[config.mk]
export PLATFORM = sky130hd
export DESIGN_NAME = rgb_to_yuv420_converter
export DESIGN_NICKNAME = d
export VERILOG_FILES = /design/src/sv/r2y_pkg.sv /design/src/sv/r2y_pos_tracker.sv /design/src/sv/r2y_color_matrix.sv /design/src/sv/rgb_to_yuv420_converter.sv
export SDC_FILE = /design/constraint.sdc
export NUM_CORES = 1
export LEC_CHECK = 0
export BUFFER_PORTS_ARGS = -buffer_cell sky130_fd_sc_hd__buf_4
export CAP_MARGIN = 0
export CELL_PAD_IN_SITES_DETAIL_PLACEMENT = 1
export CELL_PAD_IN_SITES_GLOBAL_PLACEMENT = 2
export CORE_MARGIN = 10
export CORE_UTILIZATION = 40
export CTS_CLUSTER_DIAMETER = 100
export DETAILED_ROUTE_END_ITERATION = 10
export PLACE_DENSITY = 0.83
export SKIP_CTS_REPAIR_TIMING = 1
export SYNTH_ARGS = -nofsm -noshare
export SYNTH_HDL_FRONTEND = slang
export SYNTH_SLANG_ARGS = --single-unit
[constraint.sdc]
create_clock -name clock -period 8.1 [get_ports clock]
set_clock_uncertainty 0.1 [all_clocks]
set_input_delay 0.81 -clock clock [delete_from_list [all_inputs] [get_ports clock]]
set_output_delay 0.81 -clock clock [all_outputs]
set_load 0.005 [all_outputs]
[src/sv/r2y_pkg.sv]
// Shared constants, types and register codes for the RGB to YUV 4:2:0 converter.
package r2y_pkg;

   localparam int MaxDimension = 4096;
   localparam int CountWidth   = $clog2(MaxDimension);
   localparam int DimWidth     = 13;
   localparam int CsrIndexWidth = 2;

   // Configuration register indexes
   typedef enum logic [CsrIndexWidth-1:0] {
      CSR_SOURCE_WIDTH     = 2'd0,
      CSR_SOURCE_HEIGHT    = 2'd1,
      CSR_INPUT_HAS_ALPHA  = 2'd2,
      CSR_OUTPUT_HAS_ALPHA = 2'd3
   } csr_index_type;

   localparam logic [DimWidth-1:0] ResetWidth  = DimWidth'(640);
   localparam logic [DimWidth-1:0] ResetHeight = DimWidth'(480);
   localparam logic [DimWidth-1:0] MaxDimValue = DimWidth'(MaxDimension);

   typedef struct packed {
      logic [DimWidth-1:0] source_width;
      logic [DimWidth-1:0] source_height;
      logic                input_has_alpha;
      logic                output_has_alpha;
   } cfg_type;

   // Position flags for the pixel of the current beat
   typedef struct packed {
      logic keep;
      logic chroma;
      logic last;
   } pos_type;

   typedef struct packed {
      logic [7:0] luma;
      logic [7:0] chroma_blue;
      logic [7:0] chroma_red;
   } yuv_type;

endpackage

[src/sv/r2y_pos_tracker.sv]
// Column and row counters that classify each source pixel beat.
module r2y_pos_tracker (
   input  logic                        clock,
   input  logic                        reset,
   input  r2y_pkg::cfg_type            cfg,
   input  logic                        advance,
   output r2y_pkg::pos_type            pos
);
   import r2y_pkg::*;

   logic [CountWidth-1:0] col_ff, col_in;
   logic [CountWidth-1:0] row_ff, row_in;
   logic [DimWidth-1:0]   width_c, height_c;
   logic [DimWidth-1:0]   width_al, height_al;
   logic [DimWidth-1:0]   col_ext, row_ext;
   logic [DimWidth-1:0]   col_inc, row_inc;

   // Clamp dimensions to [1, MaxDimension], then align down to four
   always_comb begin
      if (cfg.source_width == '0) begin
         width_c = DimWidth'(1);
      end else if (cfg.source_width > MaxDimValue) begin
         width_c = MaxDimValue;
      end else begin
         width_c = cfg.source_width;
      end
      if (cfg.source_height == '0) begin
         height_c = DimWidth'(1);
      end else if (cfg.source_height > MaxDimValue) begin
         height_c = MaxDimValue;
      end else begin
         height_c = cfg.source_height;
      end
      width_al  = {width_c[DimWidth-1:2], 2'b00};
      height_al = {height_c[DimWidth-1:2], 2'b00};
   end

   // Classify the current pixel
   always_comb begin
      col_ext    = DimWidth'(col_ff);
      row_ext    = DimWidth'(row_ff);
      pos.keep   = (col_ext < width_al) && (row_ext < height_al);
      pos.chroma = !col_ff[0] && !row_ff[0];
      pos.last   = (col_ext == width_al - DimWidth'(1)) &&
                   (row_ext == height_al - DimWidth'(1));
   end

   // Raster step; an out-of-range column ends its row at once
   always_comb begin
      col_inc = col_ext + DimWidth'(1);
      row_inc = row_ext + DimWidth'(1);
      col_in  = col_ff;
      row_in  = row_ff;
      if (advance) begin
         if (col_inc >= width_c) begin
            col_in = '0;
            if (row_inc >= height_c) begin
               row_in = '0;
            end else begin
               row_in = row_inc[CountWidth-1:0];
            end
         end else begin
            col_in = col_inc[CountWidth-1:0];
         end
      end
   end

   always_ff @(posedge clock) begin
      if (reset) begin
         col_ff <= '0;
         row_ff <= '0;
      end else begin
         col_ff <= col_in;
         row_ff <= row_in;
      end
   end

endmodule

[src/sv/r2y_color_matrix.sv]
// BT.601 studio-range color matrix with constant coefficients.
module r2y_color_matrix (
   input  logic [7:0]       red,
   input  logic [7:0]       green,
   input  logic [7:0]       blue,
   input  logic             chroma,
   output r2y_pkg::yuv_type yuv
);
   import r2y_pkg::*;

   logic        [16:0] y_sum;
   logic signed [17:0] r_s, g_s, b_s;
   logic signed [17:0] cb_sum, cr_sum;
   logic signed [17:0] cb_sh, cr_sh;

   always_comb begin
      // Luma sum is always non-negative
      y_sum = 17'd66 * {9'd0, red} + 17'd129 * {9'd0, green} +
              17'd25 * {9'd0, blue} + 17'd128;
      yuv.luma = y_sum[15:8] + 8'd16;

      // Chroma sums are signed; floor via arithmetic shift
      r_s    = signed'({10'd0, red});
      g_s    = signed'({10'd0, green});
      b_s    = signed'({10'd0, blue});
      cb_sum = 18'sd128 - 18'sd38 * r_s - 18'sd74 * g_s + 18'sd112 * b_s;
      cr_sum = 18'sd128 + 18'sd112 * r_s - 18'sd94 * g_s - 18'sd18 * b_s;
      cb_sh  = cb_sum >>> 8;
      cr_sh  = cr_sum >>> 8;
      if (chroma) begin
         yuv.chroma_blue = cb_sh[7:0] + 8'd128;
         yuv.chroma_red  = cr_sh[7:0] + 8'd128;
      end else begin
         yuv.chroma_blue = '0;
         yuv.chroma_red  = '0;
      end
   end

endmodule

[src/sv/rgb_to_yuv420_converter.sv]
// Top level: RGB(A) pixel stream to BT.601 4:2:0 luma/chroma beats.
// A req beat is taken into the input register at its accepting edge; the result
// register loads from it once it is free or being taken, and the rsp beat is then valid.
// Throughput: one pixel per cycle while rsp_stall is low; the input and result
// registers form a two-stage pipeline; cropped pixels are dropped without a result.
// Reset: counters return to the frame origin, registers to 640x480 RGB, no alpha.
module rgb_to_yuv420_converter (
   input  logic                           clock,
   input  logic                           reset,
   input  logic                           csr_write,
   input  logic [r2y_pkg::CsrIndexWidth-1:0] csr_index,
   input  logic [r2y_pkg::DimWidth-1:0]   csr_data,
   input  logic                           req_valid,
   output logic                           req_stall,
   input  logic [7:0]                     req_red,
   input  logic [7:0]                     req_green,
   input  logic [7:0]                     req_blue,
   input  logic [7:0]                     req_alpha_in,
   output logic                           rsp_valid,
   input  logic                           rsp_stall,
   output logic [7:0]                     rsp_luma,
   output logic [7:0]                     rsp_chroma_blue,
   output logic [7:0]                     rsp_chroma_red,
   output logic                           rsp_chroma_valid,
   output logic [7:0]                     rsp_alpha_out,
   output logic                           rsp_alpha_valid,
   output logic                           rsp_last_of_frame
);
   import r2y_pkg::*;

   cfg_type  cfg_ff, cfg_in;
   pos_type  pos;
   yuv_type  yuv;
   logic     accept, advance;

   logic       s1_valid_ff, s1_valid_in;
   logic [7:0] s1_red_ff, s1_green_ff, s1_blue_ff, s1_alpha_ff;
   logic       s1_chroma_ff, s1_last_ff, s1_alpha_valid_ff;
   logic       rsp_valid_ff, rsp_valid_in;

   // Configuration writes
   always_comb begin
      cfg_in = cfg_ff;
      if (csr_write) begin
         case (csr_index_type'(csr_index))
            CSR_SOURCE_WIDTH:     cfg_in.source_width     = csr_data;
            CSR_SOURCE_HEIGHT:    cfg_in.source_height    = csr_data;
            CSR_INPUT_HAS_ALPHA:  cfg_in.input_has_alpha  = csr_data[0];
            CSR_OUTPUT_HAS_ALPHA: cfg_in.output_has_alpha = csr_data[0];
            default:              cfg_in = cfg_ff;
         endcase
      end
   end

   always_ff @(posedge clock) begin
      if (reset) begin
         cfg_ff.source_width     <= ResetWidth;
         cfg_ff.source_height    <= ResetHeight;
         cfg_ff.input_has_alpha  <= 1'b0;
         cfg_ff.output_has_alpha <= 1'b0;
      end else begin
         cfg_ff <= cfg_in;
      end
   end

   // Pipeline handshake: result register frees up or is taken this cycle
   assign advance   = !rsp_valid_ff || !rsp_stall;
   assign req_stall = s1_valid_ff && !advance;
   assign accept    = req_valid && !req_stall;

   r2y_pos_tracker u_pos (
      .clock   (clock),
      .reset   (reset),
      .cfg     (cfg_ff),
      .advance (accept),
      .pos     (pos)
   );

   always_comb begin
      s1_valid_in = s1_valid_ff;
      if (accept) begin
         s1_valid_in = pos.keep;
      end else if (advance) begin
         s1_valid_in = 1'b0;
      end
      rsp_valid_in = advance ? s1_valid_ff : rsp_valid_ff;
   end

   always_ff @(posedge clock) begin
      if (reset) begin
         s1_valid_ff  <= 1'b0;
         rsp_valid_ff <= 1'b0;
      end else begin
         s1_valid_ff  <= s1_valid_in;
         rsp_valid_ff <= rsp_valid_in;
      end
   end

   // Input register; alpha is resolved against the config here
   always_ff @(posedge clock) begin
      if (accept) begin
         s1_red_ff         <= req_red;
         s1_green_ff       <= req_green;
         s1_blue_ff        <= req_blue;
         s1_chroma_ff      <= pos.chroma;
         s1_last_ff        <= pos.last;
         s1_alpha_valid_ff <= cfg_ff.output_has_alpha;
         if (!cfg_ff.output_has_alpha) begin
            s1_alpha_ff <= 8'd0;
         end else if (cfg_ff.input_has_alpha) begin
            s1_alpha_ff <= req_alpha_in;
         end else begin
            s1_alpha_ff <= 8'd255;
         end
      end
   end

   r2y_color_matrix u_matrix (
      .red    (s1_red_ff),
      .green  (s1_green_ff),
      .blue   (s1_blue_ff),
      .chroma (s1_chroma_ff),
      .yuv    (yuv)
   );

   // Result register
   always_ff @(posedge clock) begin
      if (advance && s1_valid_ff) begin
         rsp_luma          <= yuv.luma;
         rsp_chroma_blue   <= yuv.chroma_blue;
         rsp_chroma_red    <= yuv.chroma_red;
         rsp_chroma_valid  <= s1_chroma_ff;
         rsp_alpha_out     <= s1_alpha_ff;
         rsp_alpha_valid   <= s1_alpha_valid_ff;
         rsp_last_of_frame <= s1_last_ff;
      end
   end

   assign rsp_valid = rsp_valid_ff;

`ifndef SYNTHESIS
   a_luma_range: assert property (@(posedge clock) disable iff (reset)
      rsp_valid |-> (rsp_luma >= 8'd16 && rsp_luma <= 8'd235))
      else $error("luma out of studio range");
   a_chroma_zero: assert property (@(posedge clock) disable iff (reset)
      (rsp_valid && !rsp_chroma_valid) |-> (rsp_chroma_blue == 8'd0 && rsp_chroma_red == 8'd0))
      else $error("chroma nonzero on a luma-only beat");
   a_chroma_range: assert property (@(posedge clock) disable iff (reset)
      (rsp_valid && rsp_chroma_valid) |->
         (rsp_chroma_blue >= 8'd16 && rsp_chroma_blue <= 8'd240 &&
          rsp_chroma_red >= 8'd16 && rsp_chroma_red <= 8'd240))
      else $error("chroma out of studio range");
   a_alpha_zero: assert property (@(posedge clock) disable iff (reset)
      (rsp_valid && !rsp_alpha_valid) |-> (rsp_alpha_out == 8'd0))
      else $error("alpha nonzero while alpha output is off");
`endif

endmodule
==> flow_summary.ini <==
[run_status]
outcome = finished, final reports clean

[timing]
maxSlewViolCount = 0
max_freq_mhz = 153
worst_pin_slew_ns = 1.05
setup_viol_count_final = 0
final.setup.tns_ns = 0
finalCritPeriodShare_pct = 80.6
period_minus_slack_ns = 6.53
rsz0062_at_grt = false
slew_headroom_pct = 29.6
hold_violations = 0

[logic_synthesis]
synthSimpleGateAreaFrac_pct = 10.9
syn_area_per_cell_um2 = 9.59
synth_fp_nets = 1815
yosysTopAreaCellShare_pct = 25.7
synth_top_family_by_area = adder cells
synth-main-ff-cell = edfxtp_1
synth_cells = 1400
synth_edf_count = 70
synth_seq_area_share_pct = 23.7
yosys.area_share.xor_xnor_pct = 7.50
synth_area_mm2 = 0.0134
yosysTopAreaCell = ha_1
ys_async_sr_fraction_pct = 0
synth.distinct_cells = 70
ys_ff_latch = 124
yosys_warnings = 0
yosys.area_share.adder_pct = 38.7
synth_compound_area_share_pct = 12.0
synth_area_leaders = ha_1, edfxtp_1, fa_1
synthMuxAreaShare_pct = 0.317

[clocking]
cts_buffers = 17
cts_htree_levels = 4
clockBufferDepth = 2
clkTransAtPathRegs_ns = 0.06
clock_latency_ns = 0.45
cts_tree = yes
cts.sinks = 124
root_buffer = clkbuf_16

[floorplan]
num_rows = 67
die_w_um = 203
die_area_mm2 = 0.0413
coreArea_mm2 = 0.0334
ios = 89
initial_core_util_pct = 40.3
die-height_um = 203

[critical_path]
crit_chain = ha_1 -> ha_1 -> ha_1 -> fa_1 -> xor2_1 -> ha_1 -> inv_1 -> fa_1 -> inv_1 -> fa_1 -> fa_1 -> ha_1 -> ha_1 -> or3_1 -> o41ai_1 -> nor2_1 -> xnor2_1 -> inv_1 -> ha_1 -> xnor2_1 -> xnor2_1
worstSetupStartpointType = flop
crit_top_cell = ha_1
critPathSlowestCell = edfxtp_1
cp.required_ns = 8.20
endpoint_kind = flop
crit_type = flop to flop
rrSetupSlack_ns = 1.57
max_stage_delay_ns = 0.56
worstPathArrival_ns = 6.62
crit_fanout = 8

[final_layout]
fin_cells = 1947
area_growth_pct = 13.1
finalNetCount = 1901
drive_gt1_share_pct = 9.34
nFillCells = 3891
antennaDiodeCount = 0

[grt]
overflow = 0
grt_usage_pct = 18.1
grt_pass1_vias = 11300
grt_pass1_wl_mm = 59.1
antenna_found_initial = 0
grt_max_degree = 56

[place]
io_buffers = 88
gp_congestion = 0.857
dpl.hpwl_mm = 29.1
dp.cells = 1915

[routing]
wl_per_cell_um = 18.4
viasPerCell = 5.17
drtIter0Drc = 303
postRouteAntennaNets = 0
drt_pass1_iterations = 4
drc = 0
vias = 10100
wirelength_mm = 35.7

[min_path]
hp-class = flop to flop

[job]
cap_violations = 0

[power]
pwr_density_cell_mw_per_mm2 = 330
power_leakage_nw = 7.27
ir_worst_vdd_mv = 0.389
## cells by family after synthesis
family | Yosys count
AOI/OAI and AO/OA | 255
xor gates and xnor gates | 115
adders and majority gates | 363
buffers and inverters | 243
DFF | 124
muxes | 4
and+or+nand+nor | 296
## critical path, delay by kind of cell, from the launching register on
family	cells	cell delay (ns)
fa+ha+maj	11	3.78
xor+xnor	4	0.75
flops	1	0.56
simple gates	2	0.47
compound gates	1	0.42
buf+inv	3	0.19
## state kept, by name, summed over array words and instances (netlist names), 8 cells and up
register and flops:
cfg_ff 28, u_pos.col_ff 12, rsp_chroma_red 8, s1_alpha_ff 8, rsp_alpha_out 8, s1_blue_ff 8, s1_red_ff 8, rsp_luma 8
s1_green_ff 8, rsp_chroma_blue 8, u_pos.row_ff 12
## cell type report
cell class                 instances  area (µm²)  share of cell area, %
clock buffer                      18         439                   2.89
clock inverter                    14         160                   1.05
sequential                       124        3180                   21.0
tap                              448         561                   3.69
inverter                         217         815                   5.36
timing repair buffer              93         698                   4.60
multi-input combinational       1033        9340                   61.5
## worst paths after layout
check,end,cells after the start,startpoint
hold reg to reg,rsp_alpha_out[0],0,s1_alpha_ff[0]
setup reg to reg,rsp_luma[6],21,s1_red_ff[2]
hold / removal,rsp_alpha_out[0],0,s1_alpha_ff[0]
setup / recovery,rsp_luma[6],21,s1_red_ff[2]
## cells in the mapped netlist, types with 5 or more instances
master / number
a22o_1: 5
nand3b_1: 10
o31ai_1: 11
nor2_1: 49
a21boi_0: 13
o21bai_1: 17
xor2_1: 34
nor2b_1: 14
and3_1: 8
nor3b_1: 5
edfxtp_1: 70
o21ai_0: 32
a21o_1: 23
clkbuf_1: 18
or3_1: 9
and2_1: 11
xnor2_1: 81
a21oi_1: 107
nand4_1: 9
inv_1: 217
nand2_1: 118
fa_1: 87
dfxtp_1: 54
ha_1: 276
o21a_1: 13
nand3_1: 31
nor3_1: 8
## placed cells by master, fill, tap and decap left out, types with 23 or more instances in the layout
cell type	Yosys	routed
nand3_1	31	31
a21o_1	23	23
inv_1	217	216
ha_1	276	276
a21oi_1	107	107
edfxtp_1	70	70
o21ai_0	32	32
xor2_1	34	34
xnor2_1	81	81
nor2_1	49	49
dfxtp_1	54	54
buf_4	1	93
fa_1	87	87
nand2_1	118	118
## report_power, final
part	switching, mW	internal (mW)
Clock	0.328	0.467
Sequential	0.0568	0.889
Combinational	1.73	1.55
## metal layers
| layer | vias to the layer above | GRT usage (%) | share of wire (%) |
|---|---|---|---|
| met5 | - | 0 | 0 |
| met4 | 0 | 6.95 | 2.8 |
| met3 | 46 | 2.76 | 2.5 |
| met2 | 118 | 34.0 | 53 |
| met1 | 4962 | 20.0 | 42 |
| li1 | 4948 | - | - |
## through the flow
stage	area (µm²)	total power, mW	hold WS, ns	setup slack [ns]	utilization [%]
after floorplan	13400	3.43	0.300	2.05	-
after global placement	14600	4.17	0.305	1.71	43.7
after detailed placement	14600	4.28	0.307	1.62	43.7
after CTS	15200	5.11	0.322	1.53	45.5
after global routing	15200	5.64	0.326	1.22	45.5
final	15200	5.02	0.318	1.57	45.5
No activity file was read; power rests on OpenSTA's default activity.
